**config.mk**
```make
export PLATFORM = sky130hd
export DESIGN_NAME = pauli_string_multiply_core
export DESIGN_NICKNAME = d
export VERILOG_FILES = /design/src/psm_pkg.sv /design/src/psm_lane.sv /design/src/psm_merge.sv /design/src/pauli_string_multiply_core.sv
export SDC_FILE = /design/constraint.sdc
export NUM_CORES = 1
export LEC_CHECK = 0
export BUFFER_PORTS_ARGS = -buffer_cell sky130_fd_sc_hd__buf_2
export CAP_MARGIN = 20
export CORE_MARGIN = 2
export CORE_UTILIZATION = 55
export DETAILED_ROUTE_END_ITERATION = 8
export MAX_ROUTING_LAYER = met4
export PLACE_DENSITY = 0.87
export REMOVE_ABC_BUFFERS = 1
export SLEW_MARGIN = 20
export SYNTH_ARGS = -nofsm -noshare
export SYNTH_HDL_FRONTEND = slang
export SYNTH_SLANG_ARGS = --single-unit
export TNS_END_PERCENT = 1
```
**constraint.sdc**
```tcl
create_clock -name aclk -period 17.25 [get_ports aclk]
set_input_delay 3.45 -clock aclk [delete_from_list [all_inputs] [get_ports aclk]]
set_output_delay 3.45 -clock aclk [all_outputs]
set_load 0.02 [all_outputs]
```
**src/psm_pkg.sv**
```systemverilog
`default_nettype none

package psm_pkg;

    localparam int unsigned WORD_W     = 64;
    localparam int unsigned MAX_QUBITS = 32;
    localparam int unsigned PAULI_W    = 2;
    localparam int unsigned PHASE_W    = 2;
    localparam int unsigned TREE_LVLS  = 5;
    localparam int unsigned S_DATA_W   = 128;
    localparam int unsigned M_DATA_W   = 72;

    typedef logic [PHASE_W-1:0] phase_t;
    typedef logic [PAULI_W-1:0] pauli_t;

    // per-qubit outcome: product operator and scalar factor code (0=1, 1=i, 2=-1, 3=-i)
    typedef struct packed {
        pauli_t pauli;
        phase_t code;
    } lane_res_t;

endpackage

`default_nettype wire

```
**src/psm_lane.sv**
```systemverilog
`default_nettype none

module psm_lane (
    input  wire psm_pkg::pauli_t    left_q,
    input  wire psm_pkg::pauli_t    right_q,
    output psm_pkg::lane_res_t      res
);

    logic a0, a1, b0, b1;
    logic lo, hi;

    always_comb begin
        a0 = left_q[0];
        a1 = left_q[1];
        b0 = right_q[0];
        b1 = right_q[1];
        lo = (~a1 & a0 & b1) | (a0 & b1 & ~b0) | (a1 & ~a0 & b0) | (a1 & ~b1 & b0);
        hi = (~a1 & a0 & b1 & b0) | (a1 & ~a0 & ~b1 & b0) | (a1 & a0 & b1 & ~b0);
        res.pauli = left_q ^ right_q;
        res.code  = {hi, lo};
    end

endmodule

`default_nettype wire

```
**src/psm_merge.sv**
```systemverilog
`default_nettype none

module psm_merge (
    input  wire psm_pkg::phase_t [psm_pkg::MAX_QUBITS-1:0] codes,
    output psm_pkg::phase_t                                 word_phase
);

    // balanced mod-4 adder tree, one level per pairing
    psm_pkg::phase_t lvl [0:psm_pkg::TREE_LVLS][0:psm_pkg::MAX_QUBITS-1];

    always_comb begin
        for (int l = 0; l <= psm_pkg::TREE_LVLS; l++) begin
            for (int k = 0; k < psm_pkg::MAX_QUBITS; k++) begin
                lvl[l][k] = '0;
            end
        end
        for (int k = 0; k < psm_pkg::MAX_QUBITS; k++) begin
            lvl[0][k] = codes[k];
        end
        for (int l = 1; l <= psm_pkg::TREE_LVLS; l++) begin
            for (int k = 0; k < (psm_pkg::MAX_QUBITS >> l); k++) begin
                lvl[l][k] = lvl[l-1][2*k] + lvl[l-1][2*k+1];
            end
        end
        word_phase = lvl[psm_pkg::TREE_LVLS][0];
    end

endmodule

`default_nettype wire

```
**src/pauli_string_multiply_core.sv**
```systemverilog
`default_nettype none

// channel | ports        | payload
// --------+--------------+-----------------------------------------------------
// s_      | tvalid/tready| tdata: left_word[63:0], right_word[127:64]; tlast: last_word
// m_      | tvalid/tready| tdata: product_word[63:0], phase[65:64], pad; tlast: phase_final
//
// One word pair per cycle unless m_ stalls; result valid the cycle after accept.
// Throughput is set by the single output register: a new request is taken whenever
// the register is empty or its result is being taken in the same cycle.
// Lanes and the mod-4 phase tree are evaluated in the accept cycle.
// aresetn (synchronous, active low) clears the output valid and the phase accumulator.
// A stalled m_ side holds the result and backpressures s_tready.

module pauli_string_multiply_core #(
    parameter int unsigned QUBITS_PER_WORD = 32
) (
    input  wire                              aclk,
    input  wire                              aresetn,
    input  wire                              s_tvalid,
    output logic                             s_tready,
    input  wire  [psm_pkg::S_DATA_W-1:0]     s_tdata,   // left_word, right_word
    input  wire                              s_tlast,   // last_word
    output logic                             m_tvalid,
    input  wire                              m_tready,
    output logic [psm_pkg::M_DATA_W-1:0]     m_tdata,   // product_word, phase, zero pad
    output logic                             m_tlast    // phase_final
);

    localparam int unsigned LANES = (QUBITS_PER_WORD < 1) ? 1 :
                                    (QUBITS_PER_WORD > psm_pkg::MAX_QUBITS) ?
                                    psm_pkg::MAX_QUBITS : QUBITS_PER_WORD;

    logic [psm_pkg::WORD_W-1:0] left_word, right_word, product_word;
    psm_pkg::phase_t [psm_pkg::MAX_QUBITS-1:0] codes;
    psm_pkg::phase_t word_phase;
    psm_pkg::phase_t phase_sum;
    logic accept;

    logic                       valid_reg, valid_next;
    logic [psm_pkg::WORD_W-1:0] prod_reg, prod_next;
    psm_pkg::phase_t            phase_reg, phase_next;
    logic                       last_reg, last_next;
    psm_pkg::phase_t            acc_reg, acc_next;

    assign left_word  = s_tdata[psm_pkg::WORD_W-1:0];
    assign right_word = s_tdata[2*psm_pkg::WORD_W-1:psm_pkg::WORD_W];

    genvar q;
    generate
        for (q = 0; q < psm_pkg::MAX_QUBITS; q++) begin : g_lane
            if (q < LANES) begin : g_used
                psm_pkg::lane_res_t res;
                psm_lane u_lane (
                    .left_q  (left_word[2*q +: psm_pkg::PAULI_W]),
                    .right_q (right_word[2*q +: psm_pkg::PAULI_W]),
                    .res     (res)
                );
                assign product_word[2*q +: psm_pkg::PAULI_W] = res.pauli;
                assign codes[q] = res.code;
            end else begin : g_idle
                assign product_word[2*q +: psm_pkg::PAULI_W] = '0;
                assign codes[q] = '0;
            end
        end
    endgenerate

    psm_merge u_merge (
        .codes      (codes),
        .word_phase (word_phase)
    );

    assign s_tready  = !valid_reg || m_tready;
    assign accept    = s_tvalid && s_tready;
    assign phase_sum = acc_reg + word_phase;

    always_comb begin
        valid_next = valid_reg;
        prod_next  = prod_reg;
        phase_next = phase_reg;
        last_next  = last_reg;
        acc_next   = acc_reg;
        if (m_tready) begin
            valid_next = 1'b0;
        end
        if (accept) begin
            valid_next = 1'b1;
            prod_next  = product_word;
            phase_next = phase_sum;
            last_next  = s_tlast;
            acc_next   = s_tlast ? '0 : phase_sum;
        end
    end

    always_ff @(posedge aclk) begin
        if (!aresetn) begin
            valid_reg <= 1'b0;
            acc_reg   <= '0;
        end else begin
            valid_reg <= valid_next;
            acc_reg   <= acc_next;
        end
        prod_reg  <= prod_next;
        phase_reg <= phase_next;
        last_reg  <= last_next;
    end

    assign m_tvalid = valid_reg;
    assign m_tdata  = {{(psm_pkg::M_DATA_W - psm_pkg::WORD_W - psm_pkg::PHASE_W){1'b0}},
                       phase_reg, prod_reg};
    assign m_tlast  = last_reg;

    a_last_clears: assert property (@(posedge aclk) disable iff (!aresetn)
        accept && s_tlast |=> acc_reg == '0)
        else $error("phase accumulator not cleared after last request");

    a_result_follows: assert property (@(posedge aclk) disable iff (!aresetn)
        accept |=> m_tvalid && m_tlast == $past(s_tlast))
        else $error("accepted request did not produce a result");

    a_phase_carried: assert property (@(posedge aclk) disable iff (!aresetn)
        accept && !s_tlast |=> m_tdata[psm_pkg::WORD_W +: psm_pkg::PHASE_W] == acc_reg)
        else $error("reported phase differs from running phase");

    a_product_xor: assert property (@(posedge aclk) disable iff (!aresetn)
        accept |=> m_tdata[psm_pkg::WORD_W-1:0] == $past(product_word))
        else $error("product word mismatch");

    a_pad_zero: assert property (@(posedge aclk) disable iff (!aresetn)
        m_tvalid |-> m_tdata[psm_pkg::M_DATA_W-1:psm_pkg::WORD_W+psm_pkg::PHASE_W] == '0)
        else $error("pad bits of result not zero");

endmodule

`default_nettype wire
```
# Word-level counts from Yosys, hierarchy flattened
# Index checks and enable logic that the tools add are counted.
[op_classes]
reduce_logical = 4
muxes = 3
n_bitwise = 768
n_addsub = 32
[ops]
columns = ["cell", "count"]
rows = [
  ["1-bit AND", 448],
  ["1-bit bitwise OR", 160],
  ["1-bit NOT", 128],
  ["2-bit adder", 32],
  ["2-bit bitwise XOR", 32],
  ["1-bit 2-to-1 mux", 2],
  ["2-bit 2-to-1 mux", 1],
  ["2-bit nonzero test", 1],
  ["1-bit logical AND", 1],
  ["1-bit logical NOT", 1],
  ["1-bit logical OR", 1],
]
[word_totals]
word_cells = 812
out_inout_bits = 75
regBits = 70
in_bits = 133

# Depth between registers and ports, before layout
[logic_depth]
word_depth = 13
depth_mapped = 23
depth_no_buf = 23

# Modules after synthesis
# A second synthesis with hierarchy kept.
[unflattened]
cells_unflattened = 631
hier_area_um2 = 6137.1
[by_module_without_submodules]
columns = ["module", "instances", "area_each_um2", "cells_each"]
rows = [
  ["psm_lane", 32, 91.3, 14],
  ["pauli_string_multiply_core", 1, 2244.7, 92],
  ["psm_merge", 1, 969.7, 91],
]

# Least setup slack after synthesis
# No wires, ideal clock.
[synth_timing]
kind = "input to register"
start = "input port s_tdata[123] (netlist bit)"
end = "register acc_reg[1]"
n_path_buf = 0
slack_ps = 7547
t_arrival_ps = 9587
stages = 22
path_cell_list = "inv_1 > ha_1 > a21o_1 > a32oi_1 > fa_1 > fa_1 > fa_1 > fa_1 > fa_1 > fa_1 > fa_1 > inv_1 > fa_1 > xor2_1 > xnor2_1 > xnor2_1 > xnor2_1 > xnor3_1 > xnor2_1 > xnor3_2 > a22oi_2 > nor2b_2"
[synth_between]
elab_chain_len = 12
elab_cells_between_ends = 23
cone_classes = "add/sub: 6; mux: 1; bitwise: 16"
[synth_rtl]
columns = ["element", "line", "text"]
rows = [
  ["start: declaration", "pauli_string_multiply_core.sv:22", "input wire [psm_pkg::S_DATA_W-1:0] s_tdata,"],
  ["1-bit AND / 1-bit NOT (equally long branches)", "psm_lane.sv:17, psm_lane.sv:18", ""],
  ["1-bit AND (on tied branches)", "psm_lane.sv:17, psm_lane.sv:18", ""],
  ["1-bit bitwise OR / 1-bit AND (equally long branches)", "psm_lane.sv:17, psm_lane.sv:18", ""],
  ["1-bit bitwise OR (on tied branches) (2 in series)", "psm_lane.sv:17, psm_lane.sv:18", ""],
  ["2-bit adder (*) (5 in series)", "psm_merge.sv:22", "lvl[l][k] = lvl[l-1][2*k] + lvl[l-1][2*k+1];"],
  ["2-bit adder (*)", "pauli_string_multiply_core.sv:75", "assign phase_sum = acc_reg + word_phase;"],
  ["named net phase_sum[1]", "pauli_string_multiply_core.sv:37", "psm_pkg::phase_t phase_sum;"],
  ["2-bit 2-to-1 mux (*)", "pauli_string_multiply_core.sv:91", "acc_next = s_tlast ? '0 : phase_sum;"],
  ["end signal: assignment", "pauli_string_multiply_core.sv:101", "acc_reg <= acc_next;"],
  ["end: declaration", "pauli_string_multiply_core.sv:44", "psm_pkg::phase_t acc_reg, acc_next;"],
]
# Mark *: on every way through the listed nets, which the timed path passes. The rest lies on a longest branch.
# A chain may end at the register's enable or synchronous reset.

# Worst setup path in the final report
# Ends and elaborated chain as after synthesis.

==> out/metrics.cfg <==
[sta]
setup_viol = 0
grt_setup_unrepaired = no
fin_crit_sh_pct = 57.0
fin_skew_ps = 9.14
fin_crit_ps = 9830
fin_tns_setup_ps = 0
holdWs_ps = 533
max_clock_freq_mhz = 102
hold_violations = 0
tightest_slew_ps = 676
slew-limit-headroom_pct = 54.9
report.final.slew_viol_count = 0

[clock_tree]
clk_path_buf_depth = 2
clkTransAtPathRegs_ps = 80
cts.sinks = 70
cts_max_level = 3
cts_inserted_buffers = 9
worstSkewPairLatency_ps = 360
ctsHoldBuffers = 0
ctsResizeCount = 0
tritoncts = yes
cts-root-buf = clkbuf_8
post_cts_buffers = 0

[drt]
vias = 5010
wl_mm = 14.2
routed_via_density = 5.53
drt_iter0_markers = 324
drtPass1Iterations = 5
wl_per_cell_microns = 15.7
drcViolationCount = 0
drtAntennaViolNets = 0

[global_routing]
track_usage_pct = 25.9
grt_max_degree = 50
overflow = 0
antenna_found_initial = 0
grt_pass1_vias = 4886
grt_pass1_wl_mm = 22.1

[cells_and_area]
fin_nets = 953
area_growth_pct = 22.8
layout_commonest_cell = buf_2
antenna_cells = 0
drive_gt1_share_pct = 29.2
fin_cells = 906
fillers = 768
largest_reg_flops = 64
final_cell_mix = buf_2 (201), inv_1 (101), edfxtp_1 (67)

[yosys]
netlist_area_sq_um = 5770
ys_types = 43
synth_warnings = 0
synth_flop_cell = edfxtp_1
seq_area_frac_synth_pct = 35.9
synth-edff-count = 67
synth_seq_cells = 70
synth_cells = 554
postSynthAreaPerCell_sq_um = 10.4
synth-async-reset-ratio_pct = 0

[critical_path]
max_stage_delay_ps = 560
start_kind = input port
cp_common_cell = fa_1
worstPathCellList = buf_2 -> inv_1 -> ha_1 -> a21o_1 -> a32oi_1 -> fa_1 -> fa_1 -> fa_1 -> fa_1 -> fa_1 -> fa_1 -> fa_1 -> inv_1 -> fa_1 -> xor2_1 -> xnor2_1 -> xnor2_1 -> xnor2_1 -> xnor3_1 -> xnor2_1 -> xnor3_2 -> a22oi_2 -> nor2b_2
cp-end-kind = flop
required_ps = 17510
critical_path_arrival_ps = 10090
path_class = in -> reg
cp_max_fo = 4
slowest_stage = fa_1

[power]
vdd_drop_max_mv = 0.149
total_power_mw = 0.850
p_per_area_nw_per_um2 = 120
p_leak_nw = 3.43

[floorplan]
die_area_sq_um = 11300
rows = 37
core_area_sq_um = 10200
boundaryPins = 208
dieWidth_microns = 106
dieHeight_microns = 106
start_util_pct = 56.4

[placed_design]
place_congestion = 0.876
dp_hpwl_mm = 11.6
place_inst = 890
numPortBuffers = 201

[flow_run]
max_cap_violations = 0

[status]
status = finished, final reports clean

[worst_hold_path]
hp-class = reg -> reg

## critical path: cells and delay by family
family,cells,cell delay [ps]
buffers and inverters,3,230
XOR/XNOR,7,1580
AO/OA/AOI/OAI,3,560
adder cells (fa/ha/maj),9,4240
AND/OR/NAND/NOR,1,50
## final cells by class
class | count | area [sq um] | share of cell area (%)
clock buffers | 12 | 135 | 1.91
repair buffers | 202 | 1010 | 14.3
multi-input cells | 380 | 3280 | 46.3
inverters | 102 | 383 | 5.41
well taps | 136 | 170 | 2.40
clock inverters | 4 | 23.8 | 0.336
flip-flops and latches | 70 | 2070 | 29.3
## stage by stage
stage               utilization, %  instance area (sq um)  worst slack (ps)
floorplan                        -                   5740              7550
global placement              67.6                   6920              7230
detailed placement            67.6                   6920              7010
CTS                           69.2                   7080              7380
global route                  69.2                   7080              7120
finish                        69.2                   7080              7420
## routing by layer
| metal | track usage [%] | share of wire [%] |
|---|---|---|
| met1 | 28.9 | 41 |
| met2 | 46.8 | 52 |
| met3 | 3.86 | 5.8 |
| met4 | 9.30 | 1.8 |
| met5 | - | 0 |
## cells in the mapped netlist (2+ instances only)
master | number | area, sq um
a21oi_1 | 12 | 60.1
a21o_1 | 22 | 165
nand2b_1 | 5 | 31.3
buf_4 | 6 | 45.0
nor3b_1 | 8 | 60.1
inv_1 | 102 | 383
xnor2_1 | 37 | 324
xor2_1 | 40 | 350
nand3_1 | 19 | 95.1
nor3_1 | 3 | 15.0
and3_1 | 4 | 25.0
a41oi_1 | 4 | 35.0
nor2b_1 | 5 | 31.3
or4bb_1 | 11 | 124
a31oi_1 | 8 | 50.1
o21a_1 | 2 | 15.0
fa_1 | 23 | 460
o22ai_1 | 3 | 18.8
o21ai_0 | 12 | 60.1
nand3_2 | 3 | 30.0
nand4b_1 | 36 | 315
nand2_1 | 36 | 135
xnor2_2 | 2 | 32.5
dfxtp_1 | 3 | 60.1
edfxtp_1 | 67 | 2010
nor2_1 | 5 | 18.8
ha_1 | 32 | 400
nand4bb_1 | 4 | 45.0
a32oi_1 | 22 | 193
o31ai_1 | 5 | 37.5
## cell families after synthesis
group | after synthesis | share of synthesized area, %
XOR/XNOR | 82 | 13.3
AO/OA/AOI/OAI | 95 | 11.8
AND/OR/NAND/NOR | 142 | 16.4
adder cells (fa/ha/maj) | 55 | 14.9
other | 1 | 0.0650
buffers and inverters | 109 | 7.49
flip-flops | 70 | 35.9
## where the power goes
group	internal [mW]	switching, mW
logic	0.260	0.248
registers	0.220	0.00450
clock network	0.0519	0.0647
## worst paths after layout
check / startpoint / endpoint / slack (ps) / cells past startpoint
max: s_tdata[123] / acc_reg[1]$_SDFFE_PN0P_ / 7420 / 23
min: m_tvalid$_SDFFE_PN0P_ / m_tvalid$_SDFFE_PN0P_ / 530 / 2
max reg2reg: acc_reg[0]$_SDFFE_PN0P_ / acc_reg[1]$_SDFFE_PN0P_ / 10950 / 19
min reg2reg: m_tvalid$_SDFFE_PN0P_ / m_tvalid$_SDFFE_PN0P_ / 530 / 2
Note: power is estimated with default switching activity, not from simulation.
